==> src/jep_pkg.sv <==
// Shared constants, types and hash functions of the jitter entropy pool.
`timescale 1ns / 1ps

package jep_pkg;

    // Samples folded into one hash before it is finalized and stored.
    localparam int SAMPLES_PER_WORD = 32;
    // Number of 32-bit words the pool holds.
    localparam int POOL_DEPTH       = 64;
    // Entries of the command queue between front and back.
    localparam int QUEUE_DEPTH      = 4;

    localparam int CNT_W   = (SAMPLES_PER_WORD > 1) ? $clog2(SAMPLES_PER_WORD) : 1;
    localparam int PTR_W   = $clog2(POOL_DEPTH);
    localparam int WC_W    = $clog2(POOL_DEPTH + 1);
    localparam int QPTR_W  = $clog2(QUEUE_DEPTH);
    localparam int QCNT_W  = $clog2(QUEUE_DEPTH + 1);
    localparam int WORD_W  = 32;
    localparam int BYTE_W  = 8;
    localparam int WAVL_W  = 7;

    // Input kinds carried in s_tuser.
    localparam logic FUNC_SAMPLE  = 1'b0;
    localparam logic FUNC_REQUEST = 1'b1;

    // One command handed from the front to the back.
    typedef struct packed {
        logic              is_push;  // 1: store word (raw hash), 0: byte request
        logic [WORD_W-1:0] word;
    } jep_cmd_t;

    // One round of the one-at-a-time hash.
    function automatic logic [WORD_W-1:0] hash_fold(input logic [WORD_W-1:0] h,
                                                   input logic [BYTE_W-1:0] s);
        logic [WORD_W-1:0] t;
        t = h + {{(WORD_W-BYTE_W){1'b0}}, s};
        t = t + (t << 10);
        t = t ^ (t >> 6);
        return t;
    endfunction

    // Final avalanche of the one-at-a-time hash.
    function automatic logic [WORD_W-1:0] hash_final(input logic [WORD_W-1:0] h);
        logic [WORD_W-1:0] t;
        t = h + (h << 3);
        t = t ^ (t >> 11);
        t = t + (t << 15);
        return t;
    endfunction

    // Circular pool index step.
    function automatic logic [PTR_W-1:0] next_ptr(input logic [PTR_W-1:0] p);
        logic [PTR_W-1:0] r;
        if (p == PTR_W'(POOL_DEPTH - 1)) begin
            r = '0;
        end else begin
            r = p + 1'b1;
        end
        return r;
    endfunction

endpackage

==> src/jitter_entropy_pool.sv <==
// Top level of the jitter entropy pool: front end, command queue, pool back end.
`timescale 1ns / 1ps

// Order: a byte request accepted by the front end is written into the command queue; the
//   pool back end then moves it into the result register; it shows on m_* until taken.
// Throughput: one item per cycle, set by the back end retiring one queued command per cycle
//   on the single write / registered read port of the pool RAM; it holds while the queue
//   has room and, for a request, while the result register is empty or being taken.
// Reset (aresetn low, synchronous): hash, counters, pointers and queue clear at once;
//   the pool RAM is not cleared, and an entry is only read after it has been written.

module jitter_entropy_pool (
    input  logic        aclk,
    input  logic        aresetn,
    // Input items.
    input  logic        s_tvalid,
    output logic        s_tready,
    input  logic [7:0]  s_tdata,   // [7:0] sample
    input  logic        s_tuser,   // [0] func (0 = timer sample, 1 = byte request)
    // Result items, one per byte request.
    output logic        m_tvalid,
    input  logic        m_tready,
    output logic [15:0] m_tdata,   // [7:0] random_byte, [14:8] words_available, [15] zero
    output logic        m_tuser    // [0] byte_valid
);

    // The front end folds each accepted sample into the running hash. Every
    // request, and the sample that closes a batch, becomes a command in the
    // queue; the closing sample carries the unfinalized hash word.
    logic              fq_valid;
    logic              fq_ready;
    jep_pkg::jep_cmd_t fq_data;

    // The back end takes one command per cycle, a request only while the result
    // register is free or being taken: a push finalizes the word and writes it
    // into the pool, a request hands out the next byte and pops a word from the
    // pool when the held word is used up. The result register decouples it from
    // the output, so the queue keeps filling while a result waits to be taken.
    logic              qb_valid;
    logic              qb_ready;
    jep_pkg::jep_cmd_t qb_data;

    jep_front u_front (
        .aclk      (aclk),
        .aresetn   (aresetn),
        .s_tvalid  (s_tvalid),
        .s_tready  (s_tready),
        .s_tdata   (s_tdata),
        .s_tuser   (s_tuser),
        .cmd_valid (fq_valid),
        .cmd_ready (fq_ready),
        .cmd_data  (fq_data)
    );

    jep_queue u_queue (
        .aclk      (aclk),
        .aresetn   (aresetn),
        .in_valid  (fq_valid),
        .in_ready  (fq_ready),
        .in_data   (fq_data),
        .out_valid (qb_valid),
        .out_ready (qb_ready),
        .out_data  (qb_data)
    );

    jep_back u_back (
        .aclk      (aclk),
        .aresetn   (aresetn),
        .cmd_valid (qb_valid),
        .cmd_ready (qb_ready),
        .cmd_data  (qb_data),
        .m_tvalid  (m_tvalid),
        .m_tready  (m_tready),
        .m_tdata   (m_tdata),
        .m_tuser   (m_tuser)
    );

endmodule

==> src/jep_ram.sv <==
// Generic single-clock RAM with one write port and one registered read port.
`timescale 1ns / 1ps

module jep_ram #(
    parameter int WIDTH = 32,
    parameter int DEPTH = 64
) (
    input  logic                                     aclk,
    input  logic                                     we,
    input  logic [((DEPTH > 1) ? $clog2(DEPTH) : 1)-1:0] waddr,
    input  logic [WIDTH-1:0]                         wdata,
    input  logic                                     re,
    input  logic [((DEPTH > 1) ? $clog2(DEPTH) : 1)-1:0] raddr,
    output logic [WIDTH-1:0]                         rdata
);

    logic [WIDTH-1:0] mem [DEPTH];
    logic [WIDTH-1:0] rdata_reg;

    always_ff @(posedge aclk) begin
        if (we) begin
            mem[waddr] <= wdata;
        end
        if (re) begin
            rdata_reg <= mem[raddr];
        end
    end

    assign rdata = rdata_reg;

endmodule

==> src/jep_front.sv <==
// Front end: accepts items, folds samples into the hash, queues commands.
`timescale 1ns / 1ps

module jep_front (
    input  logic                     aclk,
    input  logic                     aresetn,
    input  logic                     s_tvalid,
    output logic                     s_tready,
    input  logic [7:0]               s_tdata,
    input  logic                     s_tuser,
    output logic                     cmd_valid,
    input  logic                     cmd_ready,
    output jep_pkg::jep_cmd_t        cmd_data
);

    logic [jep_pkg::WORD_W-1:0] hash_reg;
    logic [jep_pkg::WORD_W-1:0] hash_next;
    logic [jep_pkg::CNT_W-1:0]  count_reg;
    logic [jep_pkg::CNT_W-1:0]  count_next;
    logic [jep_pkg::WORD_W-1:0] folded;
    logic                       accept;
    logic                       batch_end;
    logic                       is_sample;

    assign s_tready  = cmd_ready;
    assign accept    = s_tvalid && s_tready;
    assign is_sample = (s_tuser == jep_pkg::FUNC_SAMPLE);
    assign folded    = jep_pkg::hash_fold(hash_reg, s_tdata);
    assign batch_end = (count_reg == jep_pkg::CNT_W'(jep_pkg::SAMPLES_PER_WORD - 1));

    // Requests always go to the back; samples only at the end of a batch.
    assign cmd_valid        = accept && (!is_sample || batch_end);
    assign cmd_data.is_push = is_sample;
    assign cmd_data.word    = folded;

    always_comb begin
        hash_next  = hash_reg;
        count_next = count_reg;
        if (accept && is_sample) begin
            if (batch_end) begin
                hash_next  = '0;
                count_next = '0;
            end else begin
                hash_next  = folded;
                count_next = count_reg + 1'b1;
            end
        end
    end

    always_ff @(posedge aclk) begin
        if (!aresetn) begin
            hash_reg  <= '0;
            count_reg <= '0;
        end else begin
            hash_reg  <= hash_next;
            count_reg <= count_next;
        end
    end

endmodule

==> src/jep_queue.sv <==
// Short command queue between the front end and the pool back end.
`timescale 1ns / 1ps

module jep_queue (
    input  logic              aclk,
    input  logic              aresetn,
    input  logic              in_valid,
    output logic              in_ready,
    input  jep_pkg::jep_cmd_t in_data,
    output logic              out_valid,
    input  logic              out_ready,
    output jep_pkg::jep_cmd_t out_data
);

    jep_pkg::jep_cmd_t           entry_reg [jep_pkg::QUEUE_DEPTH];
    logic [jep_pkg::QPTR_W-1:0]  wr_reg;
    logic [jep_pkg::QPTR_W-1:0]  wr_next;
    logic [jep_pkg::QPTR_W-1:0]  rd_reg;
    logic [jep_pkg::QPTR_W-1:0]  rd_next;
    logic [jep_pkg::QCNT_W-1:0]  cnt_reg;
    logic [jep_pkg::QCNT_W-1:0]  cnt_next;
    logic                        do_push;
    logic                        do_pop;

    assign in_ready  = (cnt_reg != jep_pkg::QCNT_W'(jep_pkg::QUEUE_DEPTH));
    assign out_valid = (cnt_reg != '0);
    assign out_data  = entry_reg[rd_reg];
    assign do_push   = in_valid && in_ready;
    assign do_pop    = out_valid && out_ready;

    always_comb begin
        wr_next  = do_push ? wr_reg + 1'b1 : wr_reg;
        rd_next  = do_pop ? rd_reg + 1'b1 : rd_reg;
        cnt_next = cnt_reg;
        if (do_push && !do_pop) begin
            cnt_next = cnt_reg + 1'b1;
        end else if (do_pop && !do_push) begin
            cnt_next = cnt_reg - 1'b1;
        end
    end

    always_ff @(posedge aclk) begin
        if (do_push) begin
            entry_reg[wr_reg] <= in_data;
        end
    end

    always_ff @(posedge aclk) begin
        if (!aresetn) begin
            wr_reg  <= '0;
            rd_reg  <= '0;
            cnt_reg <= '0;
        end else begin
            wr_reg  <= wr_next;
            rd_reg  <= rd_next;
            cnt_reg <= cnt_next;
        end
    end

    a_count_bound: assert property (@(posedge aclk) disable iff (!aresetn)
        cnt_reg <= jep_pkg::QCNT_W'(jep_pkg::QUEUE_DEPTH))
        else $error("command queue count out of range");

    a_empty_ptrs: assert property (@(posedge aclk) disable iff (!aresetn)
        (cnt_reg == '0) |-> (wr_reg == rd_reg))
        else $error("empty command queue with unequal pointers");

    a_no_push_full: assert property (@(posedge aclk) disable iff (!aresetn)
        (cnt_reg == jep_pkg::QCNT_W'(jep_pkg::QUEUE_DEPTH)) |=> (cnt_reg != '0))
        else $error("full command queue emptied in one cycle");

endmodule

==> src/jep_back.sv <==
// Back end: word pool, byte hand-out and the result register.
`timescale 1ns / 1ps

module jep_back (
    input  logic              aclk,
    input  logic              aresetn,
    input  logic              cmd_valid,
    output logic              cmd_ready,
    input  jep_pkg::jep_cmd_t cmd_data,
    output logic              m_tvalid,
    input  logic              m_tready,
    output logic [15:0]       m_tdata,
    output logic              m_tuser
);

    logic [jep_pkg::PTR_W-1:0]  wr_ptr_reg;
    logic [jep_pkg::PTR_W-1:0]  wr_ptr_next;
    logic [jep_pkg::PTR_W-1:0]  rd_ptr_reg;
    logic [jep_pkg::PTR_W-1:0]  rd_ptr_next;
    logic [jep_pkg::WC_W-1:0]   count_reg;
    logic [jep_pkg::WC_W-1:0]   count_next;
    logic [1:0]                 left_reg;
    logic [1:0]                 left_next;

    // Result stage: the byte itself is picked at the output from the RAM
    // read data or the held word.
    logic                       res_valid_reg;
    logic                       res_valid_next;
    logic                       res_pop_reg;
    logic                       res_pop_next;
    logic                       res_ok_reg;
    logic                       res_ok_next;
    logic [1:0]                 res_sel_reg;
    logic [1:0]                 res_sel_next;
    logic [jep_pkg::WAVL_W-1:0] res_words_reg;
    logic [jep_pkg::WAVL_W-1:0] res_words_next;
    logic [jep_pkg::WORD_W-1:0] held_word_reg;

    logic                       fire;
    logic                       out_take;
    logic                       pool_we;
    logic                       pool_re;
    logic [jep_pkg::WORD_W-1:0] pool_wdata;
    logic [jep_pkg::WORD_W-1:0] pool_rdata;
    logic [jep_pkg::WORD_W-1:0] word_sel;
    logic [jep_pkg::BYTE_W-1:0] byte_out;

    assign out_take  = res_valid_reg && m_tready;
    assign fire      = cmd_valid && (cmd_data.is_push || !res_valid_reg || m_tready);
    assign cmd_ready = fire;
    assign pool_we   = fire && cmd_data.is_push;
    assign pool_wdata = jep_pkg::hash_final(cmd_data.word);

    always_comb begin
        wr_ptr_next    = wr_ptr_reg;
        rd_ptr_next    = rd_ptr_reg;
        count_next     = count_reg;
        left_next      = left_reg;
        pool_re        = 1'b0;
        res_pop_next   = res_pop_reg;
        res_ok_next    = res_ok_reg;
        res_sel_next   = res_sel_reg;
        res_words_next = res_words_reg;
        res_valid_next = out_take ? 1'b0 : res_valid_reg;

        if (fire) begin
            if (cmd_data.is_push) begin
                wr_ptr_next = jep_pkg::next_ptr(wr_ptr_reg);
                if (count_reg == jep_pkg::WC_W'(jep_pkg::POOL_DEPTH)) begin
                    // Full: the oldest word is overwritten.
                    rd_ptr_next = jep_pkg::next_ptr(wr_ptr_reg);
                end else begin
                    count_next = count_reg + 1'b1;
                end
            end else begin
                res_valid_next = 1'b1;
                if (left_reg == 2'd0) begin
                    if (count_reg == '0) begin
                        // Empty pool: refused, the pool state does not change.
                        res_pop_next = 1'b0;
                        res_ok_next  = 1'b0;
                        res_sel_next = 2'd0;
                    end else begin
                        pool_re      = 1'b1;
                        rd_ptr_next  = jep_pkg::next_ptr(rd_ptr_reg);
                        count_next   = count_reg - 1'b1;
                        left_next    = 2'd3;
                        res_pop_next = 1'b1;
                        res_ok_next  = 1'b1;
                        res_sel_next = 2'd3;
                    end
                end else begin
                    left_next    = left_reg - 1'b1;
                    res_pop_next = 1'b0;
                    res_ok_next  = 1'b1;
                    res_sel_next = left_reg - 1'b1;
                end
                res_words_next = jep_pkg::WAVL_W'(count_next);
            end
        end
    end

    jep_ram #(
        .WIDTH(jep_pkg::WORD_W),
        .DEPTH(jep_pkg::POOL_DEPTH)
    ) u_pool (
        .aclk  (aclk),
        .we    (pool_we),
        .waddr (wr_ptr_reg),
        .wdata (pool_wdata),
        .re    (pool_re),
        .raddr (rd_ptr_reg),
        .rdata (pool_rdata)
    );

    always_ff @(posedge aclk) begin
        if (!aresetn) begin
            wr_ptr_reg    <= '0;
            rd_ptr_reg    <= '0;
            count_reg     <= '0;
            left_reg      <= '0;
            res_valid_reg <= 1'b0;
            held_word_reg <= '0;
        end else begin
            wr_ptr_reg    <= wr_ptr_next;
            rd_ptr_reg    <= rd_ptr_next;
            count_reg     <= count_next;
            left_reg      <= left_next;
            res_valid_reg <= res_valid_next;
            if (out_take && res_pop_reg) begin
                held_word_reg <= pool_rdata;
            end
        end
    end

    always_ff @(posedge aclk) begin
        res_pop_reg   <= res_pop_next;
        res_ok_reg    <= res_ok_next;
        res_sel_reg   <= res_sel_next;
        res_words_reg <= res_words_next;
    end

    assign word_sel = res_pop_reg ? pool_rdata : held_word_reg;
    assign byte_out = res_ok_reg ? word_sel[{res_sel_reg, 3'b000} +: jep_pkg::BYTE_W]
                                 : '0;

    assign m_tvalid = res_valid_reg;
    assign m_tdata  = {1'b0, res_words_reg, byte_out};
    assign m_tuser  = res_ok_reg;

    a_count_bound: assert property (@(posedge aclk) disable iff (!aresetn)
        count_reg <= jep_pkg::WC_W'(jep_pkg::POOL_DEPTH))
        else $error("pool word count out of range");

    a_ptrs_meet: assert property (@(posedge aclk) disable iff (!aresetn)
        (count_reg == '0 || count_reg == jep_pkg::WC_W'(jep_pkg::POOL_DEPTH))
        |-> (wr_ptr_reg == rd_ptr_reg))
        else $error("pool pointers disagree with word count");

    a_refused_empty: assert property (@(posedge aclk) disable iff (!aresetn)
        (res_valid_reg && !res_ok_reg) |-> (res_words_reg == '0 && !res_pop_reg))
        else $error("refused byte while pool holds words");

    a_one_port_op: assert property (@(posedge aclk) disable iff (!aresetn)
        !(pool_we && pool_re))
        else $error("pool written and read by one command");

    a_pop_held: assert property (@(posedge aclk) disable iff (!aresetn)
        (res_valid_reg && res_pop_reg && !m_tready) |=> $stable(pool_rdata))
        else $error("pool read data changed under a stalled result");

endmodule
==> config.mk <==
export PLATFORM = sky130hd
export DESIGN_NAME = jitter_entropy_pool
export DESIGN_NICKNAME = d
export VERILOG_FILES = /design/src/jep_pkg.sv /design/src/jitter_entropy_pool.sv /design/src/jep_ram.sv /design/src/jep_front.sv /design/src/jep_queue.sv /design/src/jep_back.sv
export SDC_FILE = /design/constraint.sdc
export NUM_CORES = 2
export LEC_CHECK = 0
export BUFFER_PORTS_ARGS = -buffer_cell sky130_fd_sc_hd__buf_4
export CAP_MARGIN = 15
export CORE_MARGIN = 8
export CORE_UTILIZATION = 50
export CTS_BUF_LIST = sky130_fd_sc_hd__clkbuf_8
export CTS_CLUSTER_SIZE = 10
export DETAILED_ROUTE_END_ITERATION = 12
export PLACE_DENSITY_LB_ADDON = 0.2
export SLEW_MARGIN = 10
export SYNTH_ARGS = -nofsm -noshare
export SYNTH_HDL_FRONTEND = slang
export SYNTH_SLANG_ARGS = --single-unit
==> constraint.sdc <==
create_clock -name aclk -period 11.4 [get_ports aclk]
set_input_delay 3.42 -clock aclk [delete_from_list [all_inputs] [get_ports aclk]]
set_output_delay 3.42 -clock aclk [all_outputs]
set_load 0.01 [all_outputs]
# Word level (Yosys, flattened, before mapping)

Memories as Yosys holds them, arrays and structs flattened. A register that Yosys moved wholly into a read port is not among the register bits.
Index checks and enable logic that the tools add are counted.

Bits in registers: 109
Memory bits (writable): 2180
Input port bits: 13
Output and inout bits: 19
Word-level logic and storage cells: 105
Memories: 2

$add $sub $neg: 14
Equal/unequal tests: 9
Shift operators: 1
Muxes and demuxes: 33
Bitwise operators: 4
Reductions and logical operators: 27

Memory list:

| name              | words | width | read ports | clocked after memory_dff | write ports | line            | RTL |
|---|---|---|---|---|---|---|---|
| u_back.u_pool.mem | 64    | 32    | 1          | 1                        | 1           | jep_ram.sv:17   | `logic [WIDTH-1:0] mem [DEPTH];` |
| u_queue.entry_reg | 4     | 33    | 1          | 1                        | 1           | jep_queue.sv:15 | `jep_pkg::jep_cmd_t entry_reg [jep_pkg::QUEUE_DEPTH];` |

Operators by type and width:

| cell                                             | count |
|---|---|
| adder 32 bit                                     | 3 |
| two-way mux 32 bit                               | 2 |
| two-way mux 6 bit                                | 6 |
| adder 32 x 8 -> 32 bit                           | 1 |
| indexed part select 32 x 6 -> 8 bit              | 1 |
| XOR 32 x 21 -> 32 bit                            | 1 |
| XOR 32 x 26 -> 32 bit                            | 1 |
| two-way mux 7 bit                                | 4 |
| adder 6 x 1 -> 6 bit, second input constant      | 2 |
| == test 6 bit, second input constant             | 2 |
| two-way mux 2 bit                                | 6 |
| logical AND 1 bit                                | 11 |
| two-way mux 1 bit                                | 11 |
| two-way mux 8 bit                                | 1 |
| adder 7 x 1 -> 7 bit, second input constant      | 1 |
| == test 7 bit, second input constant             | 1 |
| zero test 7 bit                                  | 1 |
| subtractor 7 x 1 -> 7 bit, second input constant | 1 |
| two-way mux 3 bit                                | 2 |
| inequality test 2 bit, second input constant     | 3 |
| AND reduction 2 bit                              | 3 |
| adder 5 x 1 -> 5 bit, second input constant      | 1 |
| == test 5 bit, second input constant             | 1 |
| two-way mux 5 bit                                | 1 |
| other kinds (14)                                 | 21 |

# Logic depth before layout (Yosys ltp)

Depth in word-level cells: 8
Gate-level depth with buffers: 25
Gate-level depth less buffers: 22

# Cells and area by module

From an unflattened synthesis, not the netlist that was laid out.

Cell total of the unflattened synthesis: 4702
Area, all modules: 93847.5 um^2

Modules (own cells, without submodules):

| module    | times used | cells an instance | area each (um^2) | seq. area each (um^2) |
|---|---|---|---|---|
| jep_ram   | 1          | 3324              | 78835.6          | 62459.9 |
| jep_back  | 1          | 705               | 5840.6           | 1411.4 |
| jep_queue | 1          | 221               | 5303.8           | 4144.0 |
| jep_front | 1          | 452               | 3867.5           | 740.7 |

# Worst setup path before layout

OpenSTA, ideal clock, no wires.

Path kind: register -> register
Start: reg (tool-made name)
End: mem u_back.u_pool.mem[0][28], data pin
Library setup time: 740 ps
Arrival time: 9861 ps
Required time: 10660 ps
Setup slack: 799 ps
Cell stages (with the launch flop): 22
Buffers on the path: 3
Clock period less this slack: 10601 ps
Cells stage by stage: dfxtp_1 -> buf_2 -> buf_2 -> buf_1 -> mux4_2 -> ha_1 -> fa_1 -> a211oi_1 -> o211a_1 -> o211ai_1 -> a31oi_1 -> o21bai_1 -> a21oi_1 -> xnor2_1 -> xnor2_1 -> ha_1 -> or3_1 -> a2111oi_0 -> nor3_1 -> and2_1 -> o21ai_0 -> a221oi_1

RTL lines:

| what          | line |
|---|---|
| end, declared | jep_ram.sv:17 |

==> qor.tcl <==
set qor(most-common-layout-cells) {2223 x edfxtp_1, 702 x mux4_2, 398 x clkbuf_8}
set qor(run_status) {finished, final reports clean}
set qor(met3RoutedLength_um) 19300
set qor(num-nets-final) 4829
set qor(drt_wl_total_um) 238000
set qor(grt_first_pass_wirelength_um) 338000
set qor(detail-route-antenna-nets) 0
set qor(mostFrequentLayoutCell) {edfxtp_1}
set qor(final_layout_size_suffix_gt1_share_pct) 29.4
set qor(synth_edf_count) 2223
set qor(critical_path_class) {register to register}
set qor(postLayoutCoreUtil_pct) 56.3
set qor(design.portCount) 32
set qor(ys_warn_count) 0
set qor(globalRoute.totalOverflow) 0
set qor(min-delay-path-class) {register to register}
set qor(grt.total_usage_pct) 23.6
set qor(synth_top_flop_cell) {edfxtp_1}
set qor(final_cells) 7491
set qor(die_ar_um2) 200000
set qor(die_height_um) 447
set qor(cts.hold.buffers_added) 0
set qor(dieWidth_um) 447
set qor(area_of_combinational_cells_with_multiple_inputs_um2) 24100
set qor(totalNegativeSetupSlack_ns) 0
set qor(largest_net_degree_at_the_start_of_global_routing) 134
set qor(area_growth_pct) 12.0
set qor(htreeDepth) 5
set qor(avgRoutedWirePerCell_um) 31.8
set qor(cp_slowest_stage_delay_ns) 0.65
set qor(drt-met1-wl_um) 97800
set qor(max_clock_freq_ghz) 0.123
set qor(cts_sinks) 2323
set qor(setup_fix_buffers_added_after_clock_tree_synthesis) 0
set qor(rows) 158
set qor(period_needed_ns) 8.11
set qor(clkSlewWorstSetupHoldPaths_ns) 0.06
set qor(timing_hold_violations_final) 0
set qor(final_slew_viol_count) 0
set qor(postSynthRegisterBits) 2323
set qor(crit_slowest_cell) {mux4_2}
set qor(worst_pin_slew_ns) 1.20
set qor(place.gp.congestion) 0.857
set qor(final.period_utilization_pct) 71.2
set qor(port_buffers) 30
set qor(detailedPlacementHpwl_um) 125000
set qor(dp.cells) 6818
set qor(detail_route.drc_violations) 0
set qor(finalSetupViolations) 0
set qor(number_of_vias_in_the_routed_layout) 46800
set qor(nFillCells) 13800
set qor(clk_latency_ns) 1.09
set qor(yosysSeqAreaShare_pct) 73.9
set qor(rsz0062_at_grt) {false}
set qor(critical_path_peak_fanout) 66
set qor(detailedRoute.firstPassIterationCount) 6
set qor(tritoncts) {yes}
set qor(tritoncts.num_buffers) 385
set qor(wire_length_on_met2_um) 115000
set qor(worstPathCellList) {buf_4 > mux4_2 > ha_1 > fa_1 > a211oi_1 > o211a_1 > nor2_1 > a21o_1 > a21oi_1 > xnor2_1 > xor2_4 > buf_4 > ha_1 > a21o_1 > a21oi_1 > o21ai_0 > a2111oi_0 > nor3_1 > and2_1 > o21ai_0 > a221oi_4 > buf_4}
set qor(vias_per_cell) 6.24
set qor(sequential_cell_area_um2) 68800
set qor(initial_antenna_violation_count) 12
set qor(number_of_library_cell_types_mapped_by_synthesis) 73
set qor(cp_data_required_time_ns) 12.10
set qor(critPathArrivalTime_ns) 8.82
set qor(cts_root_buf) {clkbuf_8}
set qor(drt_iter0_markers) 5335
set qor(number_of_flip_flops_in_the_largest_register) 2048
set qor(max_cap_violations) 0
set qor(synthesis.instances) 4394
set qor(crit_end_element) {register}
set qor(path_common_cell) {buf_4}
set qor(critical_path.startpoint_type) {register}
set qor(syn-num-nets) 4498
set qor(synth.cell_area_um2) 93100
set qor(area_of_the_placeable_core_um2) 185000
set qor(asyncSetResetFlopFracSynth_pct) 0
set qor(initial_core_util_pct) 50.3
set qor(clock-skew-final_ns) 0.0888
set qor(routed.top_layer) {met5}
set qor(first_global_vias) 46600
set qor(cts_resized) 0
set qor(clk_path_buf_depth) 4
set qor(synthesis.area_per_instance_um2) 21.2
set qor(slew_headroom_pct) 19.3
[layout make-up]
cell class,instances,area share [%]
Tap cell,2480,2.98
Clock buffer,398,5.25
Inverter,40,0.144
Antenna cell,7,0.0168
Clock inverter,268,1.24
Sequential cell,2323,66.0
Multi-Input combinational cell,1806,23.1
Timing Repair Buffer,169,1.29
[per-layer routing]
metal  up-vias  GRT usage [%]
li1      19000              -
met5         -              0
met2      2159           37.8
met1     25200           34.1
met4         2           6.11
met3       366           3.89
[cell usage after synthesis (6+ instances only)]
master,count,area (µm²)
a32o_1,6,60.1
nor2b_1,24,150
nand3_1,34,170
o31ai_1,7,52.6
ha_1,86,1080
nand2b_1,8,50.1
nor2_1,156,586
and3_1,24,150
dfxtp_1,100,2000
o21bai_1,8,60.1
and2_1,16,100
nand2_1,158,593
buf_2,58,290
o211ai_1,9,67.6
o21ai_0,63,315
a31oi_1,12,75.1
clkbuf_1,126,473
a22oi_1,29,218
a211oi_1,8,60.1
mux4_2,702,15800
mux2_2,19,214
a21o_1,27,203
inv_1,39,146
nand3b_1,9,67.6
a21oi_1,98,490
xor2_1,59,517
edfxtp_1,2223,66800
xnor2_1,85,744
nor3_1,24,120
nand4_1,12,75.1
or3_1,8,50.1
buf_1,37,139
o21a_1,9,67.6
mux2i_1,34,340
[stage by stage]
step	hold slack, ns	setup slack, ns	instance area (µm²)
floorplan	0.433	0.799	93100
global placement	0.438	2.88	97500
detailed placement	0.447	2.75	97500
CTS	0.455	3.21	104000
global route	0.475	2.70	104000
finish	0.453	3.29	104000
[cell families after synthesis]
logic type / Yosys count / share of synthesized area (%)
AOI/OAI and AO/OA: 320 / 2.26
xor gates and xnor gates: 148 / 1.45
adders and majority gates: 91 / 1.26
buffers and inverters: 265 / 1.16
DFF: 2323 / 73.9
muxes: 755 / 17.6
other: 1 / 0.00403
and+or+nand+nor: 491 / 2.42
[critical path: cells and delay by family (launching register included)]
kind / cells / cell delay, ns
multiplexers: 1 / 0.65
buffers and inverters: 3 / 1.72
XOR/XNOR: 2 / 0.45
AO/OA/AOI/OAI: 10 / 2.19
AND/OR/NAND/NOR: 3 / 1.01
adder cells (fa/ha/maj): 3 / 1.16
flip-flops: 1 / 0.57
[final timing paths]
kind                                        startpoint                              endpoint  slack, ns  cells after the start
setup / recovery                              register   u_back.u_pool.mem[48][28]$_DFFE_PP_       3.29                     22
hold / removal    u_back.held_word_reg[3]$_SDFFE_PN0P_  u_back.held_word_reg[3]$_SDFFE_PN0P_       0.45                      2
setup reg to reg                              register   u_back.u_pool.mem[48][28]$_DFFE_PP_       3.29                     22
hold reg to reg   u_back.held_word_reg[3]$_SDFFE_PN0P_  u_back.held_word_reg[3]$_SDFFE_PN0P_       0.45                      2
Power is not shown: default switching activity piles up to over one toggle a cycle in this logic, so the estimate is an artifact.
